### config.mk
export PLATFORM = sky130hd
export DESIGN_NAME = rcdc_fifo
export DESIGN_NICKNAME = d
export VERILOG_FILES = /design/src/rcdc_pkg.sv /design/src/rcdc_fifo.sv
export SDC_FILE = /design/constraint.sdc
export NUM_CORES = 1
export LEC_CHECK = 0
export BUFFER_PORTS_ARGS = -buffer_cell sky130_fd_sc_hd__buf_2
export CORE_ASPECT_RATIO = 1.5
export CORE_MARGIN = 2
export CORE_UTILIZATION = 40
export DETAILED_ROUTE_END_ITERATION = 8
export SETUP_SLACK_MARGIN = 0.1
export SLEW_MARGIN = 20
export SYNTH_ARGS = -nofsm -noshare
export SYNTH_HDL_FRONTEND = slang
export SYNTH_SLANG_ARGS = --single-unit
### constraint.sdc
create_clock -name i_clk -period 4.6 [get_ports i_clk]
set_input_delay 0.46 -clock i_clk [delete_from_list [all_inputs] [get_ports i_clk]]
set_output_delay 0.46 -clock i_clk [all_outputs]
set_load 0.005 [all_outputs]
### src/rcdc_pkg.sv
package rcdc_pkg;

    localparam int POS_W       = 32;
    localparam int LEN_W       = 14;
    localparam int DELTA_W     = 17;
    localparam int DEPTH_OUT_W = 16;
    // index fields are sized for the largest window supported
    localparam int IDX_W       = 20;
    localparam int FIFO_DEPTH  = 4;
    localparam int FIFO_PTR_W  = 2;

    localparam logic [1:0] CMD_READ = 2'd0;
    localparam logic [1:0] CMD_TICK = 2'd1;
    localparam logic [1:0] CMD_NEW  = 2'd2;

    typedef enum logic [1:0] {
        OP_READ,
        OP_LATE,
        OP_TICK,
        OP_CLEAR
    } t_opcode;

    typedef struct packed {
        t_opcode            code;
        logic [POS_W-1:0]   pos;
        logic [IDX_W-1:0]   idx_a;
        logic [IDX_W-1:0]   idx_b;
        logic               ovf;
    } t_op;

    typedef struct packed {
        logic clearing;
        logic clear_done;
    } t_bk_status;

    typedef enum logic [2:0] {
        S_CLEAR,
        S_IDLE,
        S_A_MOD,
        S_B_RD,
        S_B_MOD,
        S_T_MOD
    } t_bk_state;

endpackage

### src/rcdc_fifo.sv
module rcdc_fifo (
    input  logic          i_clk,
    input  logic          i_rst_n,
    input  logic          i_push,
    input  rcdc_pkg::t_op i_op,
    output logic          o_full,
    input  logic          i_pop,
    output logic          o_empty,
    output rcdc_pkg::t_op o_head
);
    import rcdc_pkg::*;

    t_op                   r_mem [FIFO_DEPTH];
    logic [FIFO_PTR_W-1:0] r_wr_ptr;
    logic [FIFO_PTR_W-1:0] r_rd_ptr;
    logic [FIFO_PTR_W:0]   r_count;

    assign o_full  = (r_count == (FIFO_PTR_W+1)'(FIFO_DEPTH));
    assign o_empty = (r_count == '0);
    assign o_head  = r_mem[r_rd_ptr];

    always_ff @(posedge i_clk) begin
        if (!i_rst_n) begin
            r_wr_ptr <= '0;
            r_rd_ptr <= '0;
            r_count  <= '0;
        end else begin
            if (i_push) begin
                r_wr_ptr <= r_wr_ptr + 1'b1;
            end
            if (i_pop) begin
                r_rd_ptr <= r_rd_ptr + 1'b1;
            end
            case ({i_push, i_pop})
                2'b10:   r_count <= r_count + 1'b1;
                2'b01:   r_count <= r_count - 1'b1;
                default: r_count <= r_count;
            endcase
        end
    end

    always_ff @(posedge i_clk) begin
        if (i_push) begin
            r_mem[r_wr_ptr] <= i_op;
        end
    end

endmodule

Word-level counts from Yosys, hierarchy flattened
Memory sizes are Yosys's and may differ from the RTL's. A register that Yosys moved wholly into a read port is not among the register bits.
Index checks and enable logic that the tools add are counted.
{ "classes": {"n_addsub": 4, "n_mul": 0, "n_div": 0, "magnitude_cmp": 0, "eq_ne": 3, "n_shift": 0, "mux": 5, "bitwise_logic": 0, "n_reduce_logical": 2} }
{ "ops": {"columns": ["cell", "count"], "rows": [
  ["$pmux 3 s2", 1],
  ["$add 2x1->2 const B", 2],
  ["$mux 2", 2],
  ["$add 3x1->3 const B", 1],
  ["$eq 3x3->1 const B", 1],
  ["$logic_not 3->1", 1],
  ["$sub 3x1->3 const B", 1],
  ["$eq 2x1->1 const B", 1],
  ["$eq 2x2->1 const B", 1],
  ["$mux 1", 2],
  ["$reduce_bool 2->1", 1]
]} }
{ "totals": {"register_bits": 7, "latchBits": 0, "ram_bits": 300, "romBits": 0, "input_bits": 79, "output_inout_bits": 77, "wordCells": 18, "mem_count": 1} }
{ "memory_table": {"columns": ["memory", "words", "word_bits", "read_ports", "rd_clocked_by_memory_dff", "wr", "line_no", "text"], "rows": [
  ["r_mem", 4, 75, 1, 1, 1, "rcdc_fifo.sv:13", "t_op r_mem [FIFO_DEPTH];"]
]} }

Longest topological paths before layout
Gate-level depths: netlist of run 1.
{ "depth": {"word_depth": 3, "depth_mapped": 7, "mapped_depth_nobuf": 7} }

Least setup slack after synthesis of run 1
OpenSTA, ideal clock, no wires.
{ "synth_path": {"kind": "flip-flop to flip-flop", "startpoint": "reg r_wr_ptr[0]", "endpoint": "mem r_mem[0][0] (netlist bit) (enable)", "setup_time_ps": 441, "arrival_ps": 2292, "required_time_ps": 4159, "setup_slack_ps": 1866, "stages_incl_launch_ff": 4, "path_buffers": 0, "period_less_slack_ps": 2734, "path_cell_list": "dfxtp_1 inv_1 ha_1 and2_1"} }
{ "synth_rtl": {"columns": ["item", "line_no", "text"], "rows": [
  ["from (decl)", "rcdc_fifo.sv:14", "logic [FIFO_PTR_W-1:0] r_wr_ptr;"],
  ["from (signal assigned)", "rcdc_fifo.sv:29", "r_wr_ptr <= r_wr_ptr + 1'b1;"],
  ["to (decl)", "rcdc_fifo.sv:13", null]
]} }
No word-level cell before the write port.

==> metrics.txt, run 1 <==
flop2flop setup slack=2.41 ns; cells along the critical path=buf_4, mux4_2, buf_2; nets=699; DRC violations left=0; Cells after Synth=between 400 and 500; vias post-DR=5052; Skew-Pair Late Insertion Delay=between 0.5 and 0.6 ns; Tot Pwr=6.03 mW; largest family of logic cells by synthesized area=multiplexers; Worst Skew=0.00500 ns; DR iter-0 viols=approximately 220; YS warnings=0; Critical Path End Type=output pin; Worst path top cell family by delay=flip-flops; syn_area_per_cell=25.8 um2; Worst-Margin Slew=0.960 ns; Std-Cell Rows=75; Worst R2R End=r_mem[1][0]$_DFFE_PP_; Post-synth ARST share=0%; CP Class=reg -> out; top cell type by total area after synthesis=edfxtp_1; total CTS buffers=28; Avg WL per Cell=21.4 um; ys flop type=edfxtp_1; setup total negative slack=0 ns; max-cap violations=0; Mapped Area=11300 um2; distinct cell type count after synthesis=21; worst min-delay path class=in -> reg; final worst-path cycle share=63.9%; Pins Over Slew Limit=0; top-area cell type share of the netlist area=~80%; Vias/cell=about 5.1; dpl cells=around 930; ranking of synthesized cells by area=edfxtp_1, mux4_2, dfxtp_1; grt total ovfl=0; die area=29600 um2; share of cells above drive strength 1=about 46%; CTS tree=built; top-count cell post-synth=edfxtp_1; Compound-Gate Fraction of Synth Area=less than 1%; Layout Utilization=~48%; R2R depth=3; DPL Wire Length=12800 um; Clock Root Buffer=clkbuf_16; placer congestion estimate=0.681; leakage=4.48 nW; PostCTS Resize Cnt=0; mux cell area share after synthesis=15.1%; WP buf/inv=2; WP depth=3; number of detailed-route iterations in the first pass=4; Synth Area in Adders=0.733%; #FFs+latches synth=309; Worst Path Max Fanout=27; starting density of the core=40.4%; Crit Reg-Reg Startpoint=r_wr_ptr[0]$_SDFFE_PN0P_; clock sink count=309; vias in the first global route=5699; Syn Nets=between 500 and 600; Pwr Density=451 nW/um2; setup bufs post-CTS=0; H-Tree Depth=1; post-route cell area=13400 um2; startpoint types=flip-flop; Max Freq=0.340 GHz; Hold Fails Final Rpt=0; Finished Layout Cells=983; total wire length=21000 um; status=complete, no violations; clock-pin slew of the registers on the worst-case setup and hold paths=approximately 0.070 ns; XOR/XNOR share of the synthesized area=0.389%; Peak VDD IR=0.325 mV; Routed Antenna Nets=0; area grow syn2layout=18.5%; Area after DPL=12400 um2; die width=between 100 and 150 um; Die Ht=210 um; Ports=156; sequential area share after synthesis=81.5%; Hold Buf Count CTS=0; Critical-path top delay cell=dfxtp_4; Layout fillers=2277; CORE AREA=roughly 28000 um2; EDFF count, synth=300; RSZ-0062 raised after global routing=false; CP max stage delay=0.72 ns; fin crit period=2.94 ns; initial antenna violation count=3; Synth Area in Simple Gates=0.833%; Port Buf Inserts=155; Total GRT Usage=between 10% and 20%; wire length of the first global-routing pass=31900 um; Clock Tree Buf Depth=3; required time of the critical path=4.14 ns; largest net degree at the start of global routing=76; Max-slew headroom=36.0%; Worst EP arrival=2.48 ns; Synth top cells by count=edfxtp_1, mux4_2, and2_1; CP endpoint=o_head[33]; Final setup viols=0
[where the power goes]
part	switching [mW]	internal (mW)	leakage [nW]
Clock	0.964	1.26	0.442
Combinational	0.256	0.263	1.20
Sequential	0.0542	3.23	2.83
[per-layer routing]
layer  wire length [um]  up-vias  track usage [%]  share of wire, %
li1                   -     2218                -                 -
met3               1080       35             2.76               5.2
met5                 12        -                0             0.057
met1               7460     2663             15.4                35
met2              12000      134             27.7                57
met4                524        2             5.24               2.5
[final cells by class]
class | count | area, um2 | area share, %
clock buffer | 35 | 778 | 5.83
inverter | 6 | 22.5 | 0.169
multi-input combinational | 106 | 1950 | 14.6
clock inverter | 16 | 114 | 0.853
tap | 346 | 433 | 3.24
sequential | 309 | 9200 | 68.9
antenna | 2 | 5.00 | 0.0375
timing repair buffer | 163 | 856 | 6.41
[how the worst min path moves through the flow]
stage,cells past startpoint,endpoint,start
global route,1,r_mem[3][62]$_DFFE_PP_,i_op[62]
floorplan,2,r_count[2]$_SDFFE_PN0P_,r_count[2]$_SDFFE_PN0P_
detailed placement,2,r_count[2]$_SDFFE_PN0P_,r_count[2]$_SDFFE_PN0P_
finish,1,r_mem[3][37]$_DFFE_PP_,i_op[37]
CTS,1,r_mem[3][37]$_DFFE_PP_,i_op[37]
global placement,2,r_count[2]$_SDFFE_PN0P_,r_count[2]$_SDFFE_PN0P_
[cells in the final DEF (no fill, tap or decap), drive strengths merged, types with 2 or more instances in the layout]
master / netlist / layout
edfxtp: 300 / 300
buf: 14 / 163
mux4: 75 / 75
clkbuf: 2 / 35
clkinv: 0 / 12
and2: 10 / 10
dfxtp: 9 / 9
inv: 6 / 7
ha: 5 / 5
xor2: 3 / 3
diode: 0 / 2
xnor2: 2 / 2
nand2: 2 / 2
o21ai: 2 / 2
clkinvlp: 0 / 2
[sequential cells by signal (all words and copies together), names as in the netlist, named ones only]
register  count
r_count       3
r_mem       300
r_rd_ptr      2
r_wr_ptr      2
[metrics by stage]
step           setup WS, ns  hold WS [ns]
5_1_grt                1.44         0.110
2_1_floorplan          1.87         0.473
3_3_place_gp           2.15         0.482
3_5_place_dp           2.13         0.512
4_1_cts                1.53         0.101
6_report               1.66         0.133
[cell families (layout without fill, tap and decap cells)]
group / count (synthesis) / count (layout)
AO/OA/AOI/OAI: 3 / 3
XOR/XNOR: 5 / 5
adder cells (fa/ha/maj): 6 / 6
buffers and inverters: 22 / 220
flip-flops: 309 / 309
multiplexers: 76 / 76
other: 0 / 2
AND/OR/NAND/NOR: 16 / 16
Note: power is estimated with default switching activity, not from simulation.
==> run 2: changes to the inputs <==
--- a/config.mk
+++ b/config.mk
@@ -5,6 +5,7 @@
 export SDC_FILE = /design/constraint.sdc
 export NUM_CORES = 1
 export LEC_CHECK = 0
+export ABC_AREA = 1
 export BUFFER_PORTS_ARGS = -buffer_cell sky130_fd_sc_hd__buf_2
 export CORE_ASPECT_RATIO = 1.5
 export CORE_MARGIN = 2
==> constraint.sdc (replaced) <==
create_clock -name i_clk -period 2.45 [get_ports i_clk]
set_input_delay 0.245 -clock i_clk [delete_from_list [all_inputs] [get_ports i_clk]]
set_output_delay 0.245 -clock i_clk [all_outputs]
set_load 0.005 [all_outputs]
==> metrics.txt, run 2 <==
status=complete, no violations; Mapped Area=12200 um2; mux cell area share after synthesis=0%; Worst EP arrival=1.98 ns; fin crit period=2.23 ns; DRC violations left=0; Clock Tree Buf Depth=3; Std-Cell Rows=78; CTS tree=built; distinct cell type count after synthesis=24; XOR/XNOR share of the synthesized area=0%; initial antenna violation count=3; number of detailed-route iterations in the first pass=4; top-count cell post-synth=edfxtp_1; Critical Path End Type=output pin; Compound-Gate Fraction of Synth Area=~13%; Die Ht=218 um; CP Class=reg -> out; clock sink count=309; WL met2=~14000 um; Syn Nets=about 870; WHS=0.0521 ns; Critical-path top delay cell=dfxtp_4; Met1 Routed Length=10700 um; Worst Path Max Fanout=70; Pins Over Slew Limit=0; largest family of logic cells by synthesized area=compound AO/OA/AOI/OAI gates; Worst Skew=0.0130 ns; Pwr Density=roughly 770 nW/um2; share of cells above drive strength 1=31.9%; RSZ-0062 raised after global routing=false; startpoint types=flip-flop; vias post-DR=7210; Tot Pwr=11.8 mW; Clock Root Buffer=clkbuf_16; H-Tree Depth=1; CP max stage delay=0.42 ns; die width=147 um; CORE AREA=30200 um2; ranking of synthesized cells by area=edfxtp_1, o21ai_0, o22ai_2; ys flop type=edfxtp_1; starting density of the core=40.6%; die area=~32000 um2; syn_area_per_cell=between 15 and 20 um2; Peak VDD IR=0.530 mV; Max Freq=roughly 0.45 GHz; post-route setup slack=0.222 ns; Skew-Pair Late Insertion Delay=~0.56 ns; wire length of the first global-routing pass=40200 um; max-cap violations=0; Area after DPL=13400 um2; EDFF count, synth=300; largest net degree at the start of global routing=87; nets=1107; Synth top cells by count=edfxtp_1, o21ai_0, nor2_1; #FFs+latches synth=around 310; dpl ws=0.533 ns; Largest regs=r_mem (300), r_count (3); final worst-path cycle share=around nine tenths; Met3 Wirelength=~1200 um; Biggest register=r_mem; most frequent cells in the layout=edfxtp_1, buf_2, o21ai_0; Cells after Synth=782; cells along the critical path=inv_16, buf_4, o21ai_0, o22ai_2, buf_2; Worst-Margin Slew=0.541 ns; Synth Area in Adders=0.675%; vias in the first global route=7411; Max-slew headroom=a little under two thirds; total CTS buffers=29; DPL Wire Length=14700 um; sequential area share after synthesis=75.1%; post-route cell area=between 15000 and 20000 um2; Post-synth ARST share=0%; top routing layer in use=met5; total wire length=27100 um; Final setup viols=0; hold path startpoint=i_pop; leading cell type in the layout, fill and taps excluded=edfxtp_1; Port Buf Inserts=155; Routed Antenna Nets=0; placer congestion estimate=0.736; grt total ovfl=0; DR iter-0 viols=roughly 320; Crit Reg-Reg Startpoint=r_wr_ptr[0]$_SDFFE_PN0P_; max reg flops=300; Synth Area in Simple Gates=8.01%; leakage=between 5 and 6 nW; required time of the critical path=2.20 ns; worst min-delay path class=in -> reg; Total GRT Usage=16.3%; Hold Fails Final Rpt=0; Vias/cell=4.99; top cell type by total area after synthesis=edfxtp_1; area grow syn2layout=24.6%; setup total negative slack=0 ns; YS warnings=0; Ports=156; clock-pin slew of the registers on the worst-case setup and hold paths=0.06 ns; Avg WL per Cell=18.8 um; top-area cell type share of the netlist area=73.6%
-- run 2: timing repair --
item	CTS	global route
hold endpoints to repair	305	0
endpoints found under the setup margin	61	35
resized for setup	6	2
gates cloned	0	1
setup buffers	1	3
pin swaps	0	0
hold buffers	76	0
-- run 2: through the flow --
step                      utilization, %  std cells
after floorplan                        -        782
after CTS                           50.3       1440
after global placement              44.6       1310
after detailed placement            44.6       1310
final                               50.6       1445
after global routing                50.6       1444
-- run 2: cell type report --
cell class | count | area [um2]
fillers | 2565 | 14900
flip-flops and latches | 309 | 9200
multi-input cells | 408 | 2640
repair buffers | 257 | 1870
clock buffers | 32 | 737
well taps | 400 | 500
clock inverters | 21 | 210
inverters | 17 | 95.1
diodes | 1 | 2.50
-- run 2: worst paths after layout --
| path | slack [ns] | end | cells after the start |
|---|---|---|---|
| max | 0.22 | o_head[68] | 5 |
| max reg2reg | 0.67 | r_mem[0][11]$_DFFE_PP_ | 5 |
| min reg2reg | 0.46 | flip-flop | 1 |
| min | 0.05 | r_rd_ptr[0]$_SDFFE_PN0P_ | 3 |
-- run 2: layer usage --
layer / vias to the layer above / track usage, %
met3: 58 / 2.82
met4: 4 / 7.06
met5: - / 0
met1: 3549 / 18.8
li1: 3419 / -
met2: 180 / 29.6
-- run 2: logic make-up after synthesis --
logic type	count (synthesis)
AND/OR/NAND/NOR	166
buffers and inverters	65
adder cells (fa/ha/maj)	6
AO/OA/AOI/OAI	236
flip-flops	309
-- run 2: report_power, final --
part           internal [mW]  switching [mW]  total, mW
Sequential              6.04          0.0669       6.10
Combinational          0.509           0.740       1.25
Clock                   2.59            1.88       4.47
Total                   9.13            2.68       11.8
-- run 2: worst max-delay path, delay by kind of cell (launching register included) --
| family | cells | cell delay (ns) |
|---|---|---|
| DFF | 1 | 0.42 |
| AOI/OAI and AO/OA | 2 | 0.27 |
| buffers and inverters | 3 | 0.69 |
