### src/rcdc_pkg.sv
package rcdc_pkg;

    localparam int POS_W       = 32;
    localparam int LEN_W       = 14;
    localparam int DELTA_W     = 17;
    localparam int DEPTH_OUT_W = 16;
    // index fields are sized for the largest window supported
    localparam int IDX_W       = 20;
    localparam int FIFO_DEPTH  = 4;
    localparam int FIFO_PTR_W  = 2;

    localparam logic [1:0] CMD_READ = 2'd0;
    localparam logic [1:0] CMD_TICK = 2'd1;
    localparam logic [1:0] CMD_NEW  = 2'd2;

    typedef enum logic [1:0] {
        OP_READ,
        OP_LATE,
        OP_TICK,
        OP_CLEAR
    } t_opcode;

    typedef struct packed {
        t_opcode            code;
        logic [POS_W-1:0]   pos;
        logic [IDX_W-1:0]   idx_a;
        logic [IDX_W-1:0]   idx_b;
        logic               ovf;
    } t_op;

    typedef struct packed {
        logic clearing;
        logic clear_done;
    } t_bk_status;

    typedef enum logic [2:0] {
        S_CLEAR,
        S_IDLE,
        S_A_MOD,
        S_B_RD,
        S_B_MOD,
        S_T_MOD
    } t_bk_state;

endpackage

### src/rcdc_front.sv
module rcdc_front #(
    parameter int WINDOW = 16384
) (
    input  logic                        i_clk,
    input  logic                        i_rst_n,
    input  logic                        i_in_valid,
    input  logic [1:0]                  i_cmd,
    input  logic [rcdc_pkg::POS_W-1:0]  i_read_start,
    input  logic [rcdc_pkg::LEN_W-1:0]  i_read_length,
    output logic                        o_in_stall,
    input  rcdc_pkg::t_bk_status        i_bk,
    input  logic                        i_fifo_full,
    output logic                        o_push,
    output rcdc_pkg::t_op               o_op
);
    import rcdc_pkg::*;

    localparam int AW = $clog2(WINDOW);
    localparam logic [AW-1:0] LAST_IDX = AW'(WINDOW - 1);
    localparam logic [AW:0]   WIN_W    = (AW+1)'(WINDOW);

    // position tracking
    logic [POS_W-1:0] r_pos,  n_pos;
    logic [AW-1:0]    r_idx,  n_idx;
    logic             r_ovf,  n_ovf;
    logic             r_clr_wait, n_clr_wait;

    // classified item, waiting for a queue slot
    logic             r_s1_valid, n_s1_valid;
    t_opcode          r_s1_code,  n_s1_code;
    logic [POS_W-1:0] r_s1_pos,   n_s1_pos;
    logic [AW-1:0]    r_s1_cur,   n_s1_cur;
    logic [AW-1:0]    r_s1_off_s, n_s1_off_s;
    logic [AW-1:0]    r_s1_off_e, n_s1_off_e;
    logic             r_s1_ovf,   n_s1_ovf;

    logic             accept;
    logic             s1_free;
    logic [POS_W:0]   end_pos;
    logic [POS_W:0]   diff_e;
    logic [POS_W-1:0] diff_s;
    logic             rd_empty;
    logic             rd_done;
    logic             rd_far;
    logic             rd_late;
    logic [AW:0]      sum_a;
    logic [AW:0]      sum_b;
    logic [AW:0]      wrap_a;
    logic [AW:0]      wrap_b;

    assign s1_free    = !r_s1_valid || !i_fifo_full;
    assign o_in_stall = r_clr_wait || i_bk.clearing || !s1_free;
    assign accept     = i_in_valid && !o_in_stall;
    assign o_push     = r_s1_valid && !i_fifo_full;

    assign end_pos  = {1'b0, i_read_start} + (POS_W+1)'(i_read_length);
    assign diff_e   = end_pos - {1'b0, r_pos};
    assign diff_s   = i_read_start - r_pos;
    assign rd_empty = (i_read_length == '0);
    assign rd_done  = (end_pos <= {1'b0, r_pos});
    assign rd_far   = (diff_e >= (POS_W+1)'(WINDOW));
    assign rd_late  = (i_read_start < r_pos);

    // slot index = (current slot + offset) mod window, both below the window
    assign sum_a  = {1'b0, r_s1_cur} + {1'b0, r_s1_off_s};
    assign sum_b  = {1'b0, r_s1_cur} + {1'b0, r_s1_off_e};
    assign wrap_a = (sum_a >= WIN_W) ? sum_a - WIN_W : sum_a;
    assign wrap_b = (sum_b >= WIN_W) ? sum_b - WIN_W : sum_b;

    always_comb begin
        o_op.code  = r_s1_code;
        o_op.pos   = r_s1_pos;
        o_op.idx_a = IDX_W'(wrap_a[AW-1:0]);
        o_op.idx_b = IDX_W'(wrap_b[AW-1:0]);
        o_op.ovf   = r_s1_ovf;
    end

    always_comb begin
        n_pos      = r_pos;
        n_idx      = r_idx;
        n_ovf      = r_ovf;
        n_clr_wait = r_clr_wait && !i_bk.clear_done;
        n_s1_valid = r_s1_valid && !o_push;
        n_s1_code  = r_s1_code;
        n_s1_pos   = r_s1_pos;
        n_s1_cur   = r_s1_cur;
        n_s1_off_s = r_s1_off_s;
        n_s1_off_e = r_s1_off_e;
        n_s1_ovf   = r_s1_ovf;
        if (accept) begin
            n_s1_pos   = r_pos;
            n_s1_cur   = r_idx;
            n_s1_ovf   = r_ovf;
            n_s1_off_s = diff_s[AW-1:0];
            n_s1_off_e = diff_e[AW-1:0];
            case (i_cmd)
                CMD_READ: begin
                    if (!rd_empty && !rd_done) begin
                        if (rd_far) begin
                            n_ovf = 1'b1;
                        end else begin
                            n_s1_valid = 1'b1;
                            n_s1_code  = rd_late ? OP_LATE : OP_READ;
                        end
                    end
                end
                CMD_TICK: begin
                    n_s1_valid = 1'b1;
                    n_s1_code  = OP_TICK;
                    n_s1_off_s = '0;
                    n_pos      = r_pos + 1'b1;
                    if (r_pos == '1 || r_idx == LAST_IDX) begin
                        n_idx = '0;
                    end else begin
                        n_idx = r_idx + 1'b1;
                    end
                end
                CMD_NEW: begin
                    n_s1_valid = 1'b1;
                    n_s1_code  = OP_CLEAR;
                    n_pos      = '0;
                    n_idx      = '0;
                    n_ovf      = 1'b0;
                    n_clr_wait = 1'b1;
                end
                default: begin
                end
            endcase
        end
    end

    always_ff @(posedge i_clk) begin
        if (!i_rst_n) begin
            r_pos      <= '0;
            r_idx      <= '0;
            r_ovf      <= 1'b0;
            r_clr_wait <= 1'b0;
            r_s1_valid <= 1'b0;
        end else begin
            r_pos      <= n_pos;
            r_idx      <= n_idx;
            r_ovf      <= n_ovf;
            r_clr_wait <= n_clr_wait;
            r_s1_valid <= n_s1_valid;
        end
    end

    always_ff @(posedge i_clk) begin
        r_s1_code  <= n_s1_code;
        r_s1_pos   <= n_s1_pos;
        r_s1_cur   <= n_s1_cur;
        r_s1_off_s <= n_s1_off_s;
        r_s1_off_e <= n_s1_off_e;
        r_s1_ovf   <= n_s1_ovf;
    end

endmodule

### config.mk
export PLATFORM = sky130hd
export DESIGN_NAME = rcdc_front
export DESIGN_NICKNAME = d
export VERILOG_FILES = /design/src/rcdc_pkg.sv /design/src/rcdc_front.sv
export SDC_FILE = /design/constraint.sdc
export NUM_CORES = 1
export LEC_CHECK = 0
export ABC_AREA = 0
export BUFFER_PORTS_ARGS = -buffer_cell sky130_fd_sc_hd__buf_4
export CAP_MARGIN = 10
export CORE_MARGIN = 2
export CORE_UTILIZATION = 33
export CTS_BUF_LIST = sky130_fd_sc_hd__clkbuf_4 sky130_fd_sc_hd__clkbuf_8 sky130_fd_sc_hd__clkbuf_16
export CTS_CLUSTER_DIAMETER = 60
export DETAILED_ROUTE_END_ITERATION = 6
export HOLD_SLACK_MARGIN = 0.15
export PLACE_DENSITY = 0.53
export SLEW_MARGIN = 10
export SYNTH_ARGS = -nofsm -noshare
export SYNTH_HDL_FRONTEND = slang
export SYNTH_SLANG_ARGS = --single-unit
### constraint.sdc
create_clock -name i_clk -period 8.35 [get_ports i_clk]
set_input_delay 2.0875 -clock i_clk [delete_from_list [all_inputs] [get_ports i_clk]]
set_output_delay 2.0875 -clock i_clk [all_outputs]
set_load 0.05 [all_outputs]
=== Yosys cells after proc, flatten, opt, wreduce, memory -nomap -nowiden ===
Index checks and enable logic that the tools add are counted.

* Bits in registers: 126
* Latch bits: 0
* Bits in writable memories: 0
* Memory bits (read-only): 0
* Input port bits: 54
* Output and inout port bits: 77
* Logic and storage cells: 76
* Memories kept: 0

* Add/subtract/negate cells: 9
* Multiply operators: 0
* Div/mod/pow operators: 0
* Order comparisons: 5
* Equality and inequality tests: 7
* Shifts and indexed selects: 0
* Multiplexer cells: 18
* Bitwise gates (word level): 0
* Reduce and logical (&&, ||, !) cells: 26

{| class="wikitable"
|+ Operators with widths
! cell !! number
|-
| 32-bit case mux with 2 select lines || 1
|-
| 14-bit 2-to-1 mux || 3
|-
| 32-bit by 14-bit adder with 33-bit output || 1
|-
| 33-bit by 15-bit >= comparator with 1-bit output, second input constant || 1
|-
| 33-bit by 32-bit less-or-equal comparator with 1-bit output || 1
|-
| 33-bit by 32-bit subtractor with 33-bit output || 1
|-
| 32-bit by 1-bit adder with 32-bit output, second input constant || 1
|-
| 32-bit == test, second input constant || 1
|-
| 32-bit less-than comparator || 1
|-
| 14-bit by 14-bit adder with 15-bit output || 2
|-
| 15-bit >= comparator, second input constant || 2
|-
| 14-bit case mux with 2 select lines || 1
|-
| 14-bit by 1-bit subtractor with 14-bit output, second input constant || 2
|-
| 14-bit by 1-bit adder with 14-bit output, second input constant || 1
|-
| 14-bit == test, second input constant || 1
|-
| 14-bit logical NOT || 1
|-
| 14-bit subtractor || 1
|-
| 1-bit logical NOT || 8
|-
| 1-bit 2-to-1 mux || 8
|-
| 4-bit AND reduction || 2
|-
| 2-bit inequality test, second input constant || 3
|-
| 2-bit case mux with 3 select lines || 1
|-
| 1-bit logical AND || 5
|-
| 1-bit logical OR || 4
|-
| other kinds (9) || 12
|}

=== Depth between registers and ports, before layout ===
Gate-level depths: netlist (run 1).

* Depth after elaboration: 8
* Mapped depth: 24

=== Worst setup path after synthesis (run 1) ===
No wires, ideal clock.

* Path type: input to register
* From: input i_read_start[0] (netlist bit)
* To: register r_s1_code[0] (enable)
* Setup time: 325 ps
* Data arrival time: 6,316 ps
* Data required time: 8,025 ps
* Slack: 1,709 ps
* Cell stages on the path: 20
* Path buffers: 1
* Path through: ha_1 -> fa_1 -> a211oi_1 -> o21bai_1 -> o211ai_1 -> a311oi_2 -> and3_1 -> xor2_1 -> ha_1 -> buf_2 -> a21o_1 -> a211oi_1 -> o221ai_1 -> a31oi_1 -> a31oi_1 -> or4b_1 -> nor4_1 -> and4b_2 -> nor2_1 -> o31ai_2

* Cells in the longest elaborated chain, start to end: 6
* Elaborated cells on any way between the ends: 9
* Classes of those cells: 2 x add/sub; 2 x order compare; 2 x eq/ne; 3 x reduce/logical

{| class="wikitable"
|+ Ends and longest elaborated chain
! element !! RTL line !! RTL
|-
| start: declaration || rcdc_front.sv:8 || <nowiki>input logic [rcdc_pkg::POS_W-1:0] i_read_start,</nowiki>
|-
| 32-bit by 14-bit adder with 33-bit output * || rcdc_front.sv:56 || <nowiki>assign end_pos = {1'b0, i_read_start} + (POS_W+1)'(i_read_length);</nowiki>
|-
| branches (longest 4 deep; another with 33-bit by 32-bit subtractor with 33-bit output) || -- ||
|-
| 4-bit AND reduction (no source line) * || -- ||
|-
| end signal: assignment || rcdc_front.sv:149 || <nowiki>r_s1_code <= n_s1_code;</nowiki>
|-
| end: declaration || rcdc_front.sv:30 || <nowiki>t_opcode r_s1_code, n_s1_code;</nowiki>
|}

Mark *: on every way between the ends.
A chain may end at the register's enable or synchronous reset.

=== Worst setup path in the final report (run 1) ===
* From: input i_read_start[0] (netlist bit)
* To: register r_s1_code[1] (enable)

Same word-level chain as after synthesis.

==> results of run 1 <==
how the worst max path moves through the flow:
stage                          from           end  depth (start not counted)
floorplan           i_read_start[0]  r_s1_code[0]                         20
global placement    i_read_start[0]  r_s1_code[1]                         20
detailed placement  i_read_start[0]  r_s1_code[1]                         20
CTS                 i_read_start[0]  r_s1_code[1]                         20
global route        i_read_start[0]  r_s1_code[1]                         20
finish              i_read_start[0]  r_s1_code[1]                         20
area by class of cell:
type	count	area (um^2)
timing repair buffer	122	915.9
inverter	71	266.5
tap	390	488.0
clock buffer	21	467.9
multi-input combinational	892	6185
fill	3046	17860
sequential	126	3293
clock inverter	11	81.33
report_power, final:
part           switching, mW  internal (mW)
logic                  0.491          0.269
clock network          0.295          0.405
registers             0.0126          0.696
cells in the mapped netlist, types with 12 or more instances:
library cell  number
a211oi_1          14
a21o_1            24
a21oi_1           62
and3_1            23
buf_4             13
dfxtp_1           49
edfxtp_1          77
ha_1             110
inv_1             71
nand2_1           82
nand3_1           42
nand4_1           28
nor2_1           119
nor2b_1           16
nor3_1            25
nor4_1            12
o21ai_0           46
xnor2_1           81
xor2_1            34
logic make-up (layout without fill, tap and decap cells):
logic type | count (synthesis) | count (layout) | share of synthesized area [%]
compound gates | 246 | 246 | 16.65
xor+xnor | 115 | 115 | 10.19
fa+ha+maj | 115 | 115 | 14.94
buf+inv | 104 | 225 | 4.532
flops | 126 | 126 | 33.32
mux | 5 | 5 | 0.5316
other cells | 1 | 12 | 0.03794
simple gates | 399 | 399 | 19.81
through the flow:
step | setup slack [ns] | area (um^2) | instances
6_report | 1.102 | 11700 | 1633
5_1_grt | 0.7545 | 11700 | 1633
4_1_cts | 1.184 | 11700 | 1633
3_5_place_dp | 0.7624 | 11150 | 1601
3_3_place_gp | 0.8172 | 11150 | 1601
2_1_floorplan | 1.709 | 9926 | 1122
per-layer routing:
| layer | wire (um) | up-vias | GRT usage, % |
|---|---|---|---|
| met5 | 13 | - | 0 |
| met4 | 580 | 2 | 5.234 |
| met3 | 1150 | 29 | 2.685 |
| met2 | 13920 | 173 | 32.21 |
| met1 | 12950 | 3904 | 23.75 |
| li1 | - | 4251 | - |
worst max-delay path: stages:
cell and delay (ns):
buf_4 0.11, ha_1 0.22, fa_1 0.42, a211oi_1 0.27, o21bai_1 0.20, o211ai_1 0.38, a311oi_2 0.32, and3_1 0.29
xor2_1 0.14, ha_1 0.43, a21o_1 0.29, a21oi_1 0.20, a21boi_0 0.38, nand3_1 0.20, xor2_1 0.19, nor4_1 0.37
nand4_1 0.12, and4b_2 0.39, nor2_1 0.07, o31ai_2 0.25
state kept, by name, indices dropped and copies added (netlist names):
name / cells
r_s1_off_s: 14
r_idx: 14
r_s1_cur: 14
r_s1_ovf: 1
r_s1_code: 2
r_pos: 32
r_s1_pos: 32
r_clr_wait: 1
r_ovf: 1
r_s1_valid: 1
r_s1_off_e: 14
==> results_dict.tcl, run 1 <==
set metrics [dict create \
    gr-usage-all-layers_pct 18.51 \
    routedWlPerCell_um 17.52 \
    total_leakage_power_nw 4.597 \
    syn_inst 1111 \
    ys_seq_area_share_pct 33.32 \
    ys_async_sr_fraction_pct 0 \
    drv_cap 0 \
    nNetsFinal 1399 \
    gp_congestion 0.8798 \
    grt_max_degree 72 \
    crit_type "in2reg" \
    setup_violations 0 \
    yosys-top-cells-area "edfxtp_1, ha_1, dfxtp_1, xnor2_1, nor2_1" \
    r2r-end "r_s1_code[1]" \
    slew_headroom_pct 35.71 \
    cts_tree "yes" \
    route.final.wire_length_um 28620 \
    io-pin-count 131 \
    clk_latency_ns 0.43 \
    cts_max_path_buffers 2 \
    synth_top_area_share_pct 23.39 \
    whs_path_depth 0 \
    powerDensity_mw_per_mm2 185.4 \
    synth-main-ff-cell "edfxtp_1" \
    portBuffers 118 \
    rr_worst_depth 13 \
    final_common_cell "buf_4" \
    grt_overflow 0 \
    drt_iter0_drc 527 \
    cts_max_level 4 \
    layout-area-overhead-vs-synth_pct 18.34 \
    status "finished, final reports clean" \
    yosys.area.top_type "edfxtp_1" \
    postRouteAntennaNets 0 \
    cts_buffers 17 \
    root_buffer "clkbuf_16" \
    cts_resized 0 \
    dieArea_mm2 0.03135 \
    synth_area_mm2 0.009884 \
    diodes 0 \
    dr.pass1.iters 5 \
    hpwlAfterDp_um 23360 \
    fin_crit_ns 7.248 \
    ys_ff_latch 126 \
    grt_pass1_vias 8224 \
    drc_errors 0 \
    hold_violations 0 \
    antenna_found_initial 1 \
    drive_gt1_share_pct 14.32 \
    finClkSkew_ns 0.01498 \
    hold_path_class "reg2reg" \
    cp.arrival_ns 7.35 \
    cp_max_fo 10 \
    fin_hold_ws_ns 0.4411 \
    fin_setup_tns_ns 0 \
    synth-edff-count 77 \
    vias_per_cell 5.119 \
    fin_total_pwr_mw 2.168 \
    rsz0062_at_grt "no" \
    ys_warn_count 0 \
    core-area_mm2 0.02956 \
    cts_setup_buffers 0 \
    holdPathEnd "r_s1_pos[7]" \
    r2r_start "r_pos[0]" \
    cp_data_required_time_ns 8.45 \
    vias 8359 \
    fin_crit_sh_pct 86.81 \
    die_height_um 177.1 \
    syn_avg_cell_area_um2 8.897 \
    final_cell_mix "buf_4, nor2_1, ha_1, nand2_1, xnor2_1" \
    synth.distinct_cells 71 \
    chipWidth_um 177.1 \
    vdd_drop_max_v 0.00009435 \
    slew_viol_final 0 \
    holdCritStartpoint "r_pos[7]" \
    path_clk_slew_ns 0.05 \
    final_util_pct 39.57 \
    r2r_slack_ns 4.44 \
    grt_pass1_wl_um 44790 \
    initial_core_util_pct 33.44 \
    worstMarginPinSlew_ns 0.9556 \
    fp-row-count 63 \
    startpoint_type "primary input" \
    clkSinkCount 126 \
    postCtsHoldBufs 0 \
    crit_path_end_kind "register" \
    fmax_ghz 0.1380 \
]
Power figures use the tool's default switching activity.
==> inputs of run 2 (changes only) <==
ABC_AREA = 1   (was 0)
CTS_BUF_LIST = default   (was sky130_fd_sc_hd__clkbuf_4 sky130_fd_sc_hd__clkbuf_8 sky130_fd_sc_hd__clkbuf_16)
PLACE_DENSITY = 0.52   (was 0.53)
clock period = 9.08 ns   (was 8.35 ns; I/O delays follow)
==> results_dict.tcl, run 2 <==
set metrics [dict create \
    total_leakage_power_nw 5.885 \
    gr-usage-all-layers_pct 19.20 \
    gp_congestion 0.9169 \
    hold_violations 0 \
    yosys.cell_count.top_type "nand2_1" \
    crit_path_end_kind "register" \
    vdd_drop_max_v 0.0001154 \
    die_height_um 184.0 \
    synth_area_mm2 0.01070 \
    startpoint_type "primary input" \
    fin_crit_ns 6.138 \
    routedWlPerCell_um 15.96 \
    cp_slowest_cell "ha_1" \
    grt_pass1_vias 9349 \
    io-pin-count 131 \
    antenna_found_initial 0 \
    ys_ff_latch 126 \
    cts_max_level 4 \
    dieArea_mm2 0.03387 \
    synth.distinct_cells 54 \
    drv_cap 0 \
    cp_data_required_time_ns 9.19 \
    root_buffer "clkbuf_16" \
    grt_max_degree 52 \
    grt_pass1_wl_um 50160 \
    final_cell_mix "nand2_1, inv_1, nor2_1, buf_4, ha_1" \
    crit_type "in2reg" \
    dr.pass1.iters 5 \
    synth-main-ff-cell "edfxtp_1" \
    path_clk_slew_ns 0.06 \
    clkSinkCount 126 \
    fin_setup_tns_ns 0 \
    drive_gt1_share_pct 13.61 \
    route.final.wire_length_um 32450 \
    cts_buffers 17 \
    setup_violations 0 \
    fp-row-count 65 \
    worstMarginPinSlew_ns 0.7760 \
    final_common_cell "nand2_1" \
    vias_per_cell 4.830 \
    cp.arrival_ns 6.25 \
    layout-area-overhead-vs-synth_pct 17.58 \
    finClkSkew_ns 0.01643 \
    synth-edff-count 77 \
    cts_tree "yes" \
    chipWidth_um 184.0 \
    ys_async_sr_fraction_pct 0 \
    fin_crit_sh_pct 67.60 \
    hold_path_class "reg2reg" \
    grt_overflow 0 \
    nNetsFinal 1787 \
    drt_iter0_drc 725 \
    synth_top_area_share_pct 21.62 \
    fmax_ghz 0.1629 \
    initial_core_util_pct 33.72 \
    postCtsHoldBufs 0 \
    slew_headroom_pct 48.21 \
    r2r_start "r_pos[1]" \
    stdcell_area_mm2 0.01258 \
    powerDensity_mw_per_mm2 161.5 \
    syn_inst 1488 \
    vias 9819 \
    postPlaceCellArea_mm2 0.01201 \
    ys_seq_area_share_pct 30.79 \
    slew_viol_final 0 \
    drc_errors 0 \
    reg.largest.list "r_pos (32), r_s1_pos (32)" \
    diodes 0 \
    cp_max_fo 4 \
    rsz0062_at_grt "no" \
    cts_max_path_buffers 2 \
    portBuffers 118 \
    rr_worst_depth 17 \
    ys_warn_count 0 \
    cts_setup_buffers 0 \
    hpwlAfterDp_um 27400 \
    whs_path_depth 0 \
    yosys.area.top_type "edfxtp_1" \
    postRouteAntennaNets 0 \
    critPathMaxStageDelay_ns 0.35 \
    status "finished, final reports clean" \
    synthTopCellsByCount "nand2_1, inv_1, nor2_1, ha_1, a21oi_1" \
    yosys-top-cells-area "edfxtp_1, ha_1, nand2_1, dfxtp_1, inv_1" \
    syn_avg_cell_area_um2 7.189 \
    cts_resized 0 \
    holdCritStartpoint "r_idx[4]" \
    crit_start "i_read_start[2]" \
    final_util_pct 39.65 \
    clk_latency_ns 0.43 \
    core-area_mm2 0.03172 \
]
[run 2: cell types whose count changed after synthesis, moves of 14 or more]
cell / before / now
nor2_1: 119 / 141
xor2_1: 34 / 54
nor2b_1: 16 / 0
inv_1: 71 / 256
xnor2_1: 81 / 23
nand3_1: 42 / 56
and3_1: 23 / 2
nand2_1: 82 / 363
a21o_1: 24 / 3
nand2_2: 0 / 20
a21oi_1: 62 / 104
[run 2: cell type report]
type                    instances  area (um^2)
repair buffers                120        900.9
well taps                     402        503.0
inverters                     270         1013
clock inverters                15        143.9
clock buffers                  17        425.4
fillers                      3326        19140
multi-input cells            1083         6297
flip-flops and latches        126         3293
[run 2: kinds of logic after synthesis]
group           Yosys count  synth area share [%]
compound gates          209                 11.37
simple gates            670                 26.97
flops                   126                 30.79
buf+inv                 290                 10.73
fa+ha+maj               115                 13.80
other cells               1               0.03506
xor+xnor                 77                 6.305
[run 2: power by group]
| part | switching (mW) | internal [mW] |
|---|---|---|
| logic | 0.485 | 0.228 |
| registers | 0.0119 | 0.640 |
| clock network | 0.303 | 0.364 |
[run 2: worst paths after layout]
| check | end | slack (ns) |
|---|---|---|
| worst max-delay path | r_s1_code[1] | 2.94 |
| worst min-delay path | r_s1_cur[4] | 0.43 |
| worst max register to register | r_s1_code[1] | 5.75 |
| worst min register to register | r_s1_cur[4] | 0.43 |
[run 2: metrics by stage]
step                worst slack (ns)  hold WS (ns)  total power [mW]  std cells
floorplan                      3.380        0.4082             1.174       1499
global placement               2.685        0.4144             1.374       2001
detailed placement             2.562        0.4187             1.376       2001
CTS                            2.997        0.4341             2.045       2033
global route                   2.639        0.4447             2.140       2033
finish                         2.942        0.4334             2.031       2033
[run 2: worst max-delay path: cells and delay by family]
family,cells,cell delay (ns)
compound gates,6,1.19
xor+xnor,1,0.16
fa+ha+maj,2,0.69
buf+inv,2,0.18
simple gates,16,1.78
[run 2: routing by layer]
layer | wire (um) | vias to the layer above | global-route usage, %
met1 | 14930 | 4475 | 24.85
met4 | 535 | 0 | 4.672
met3 | 1285 | 29 | 2.239
met2 | 15700 | 235 | 33.99
li1 | - | 5080 | -
met5 | 0 | - | 0
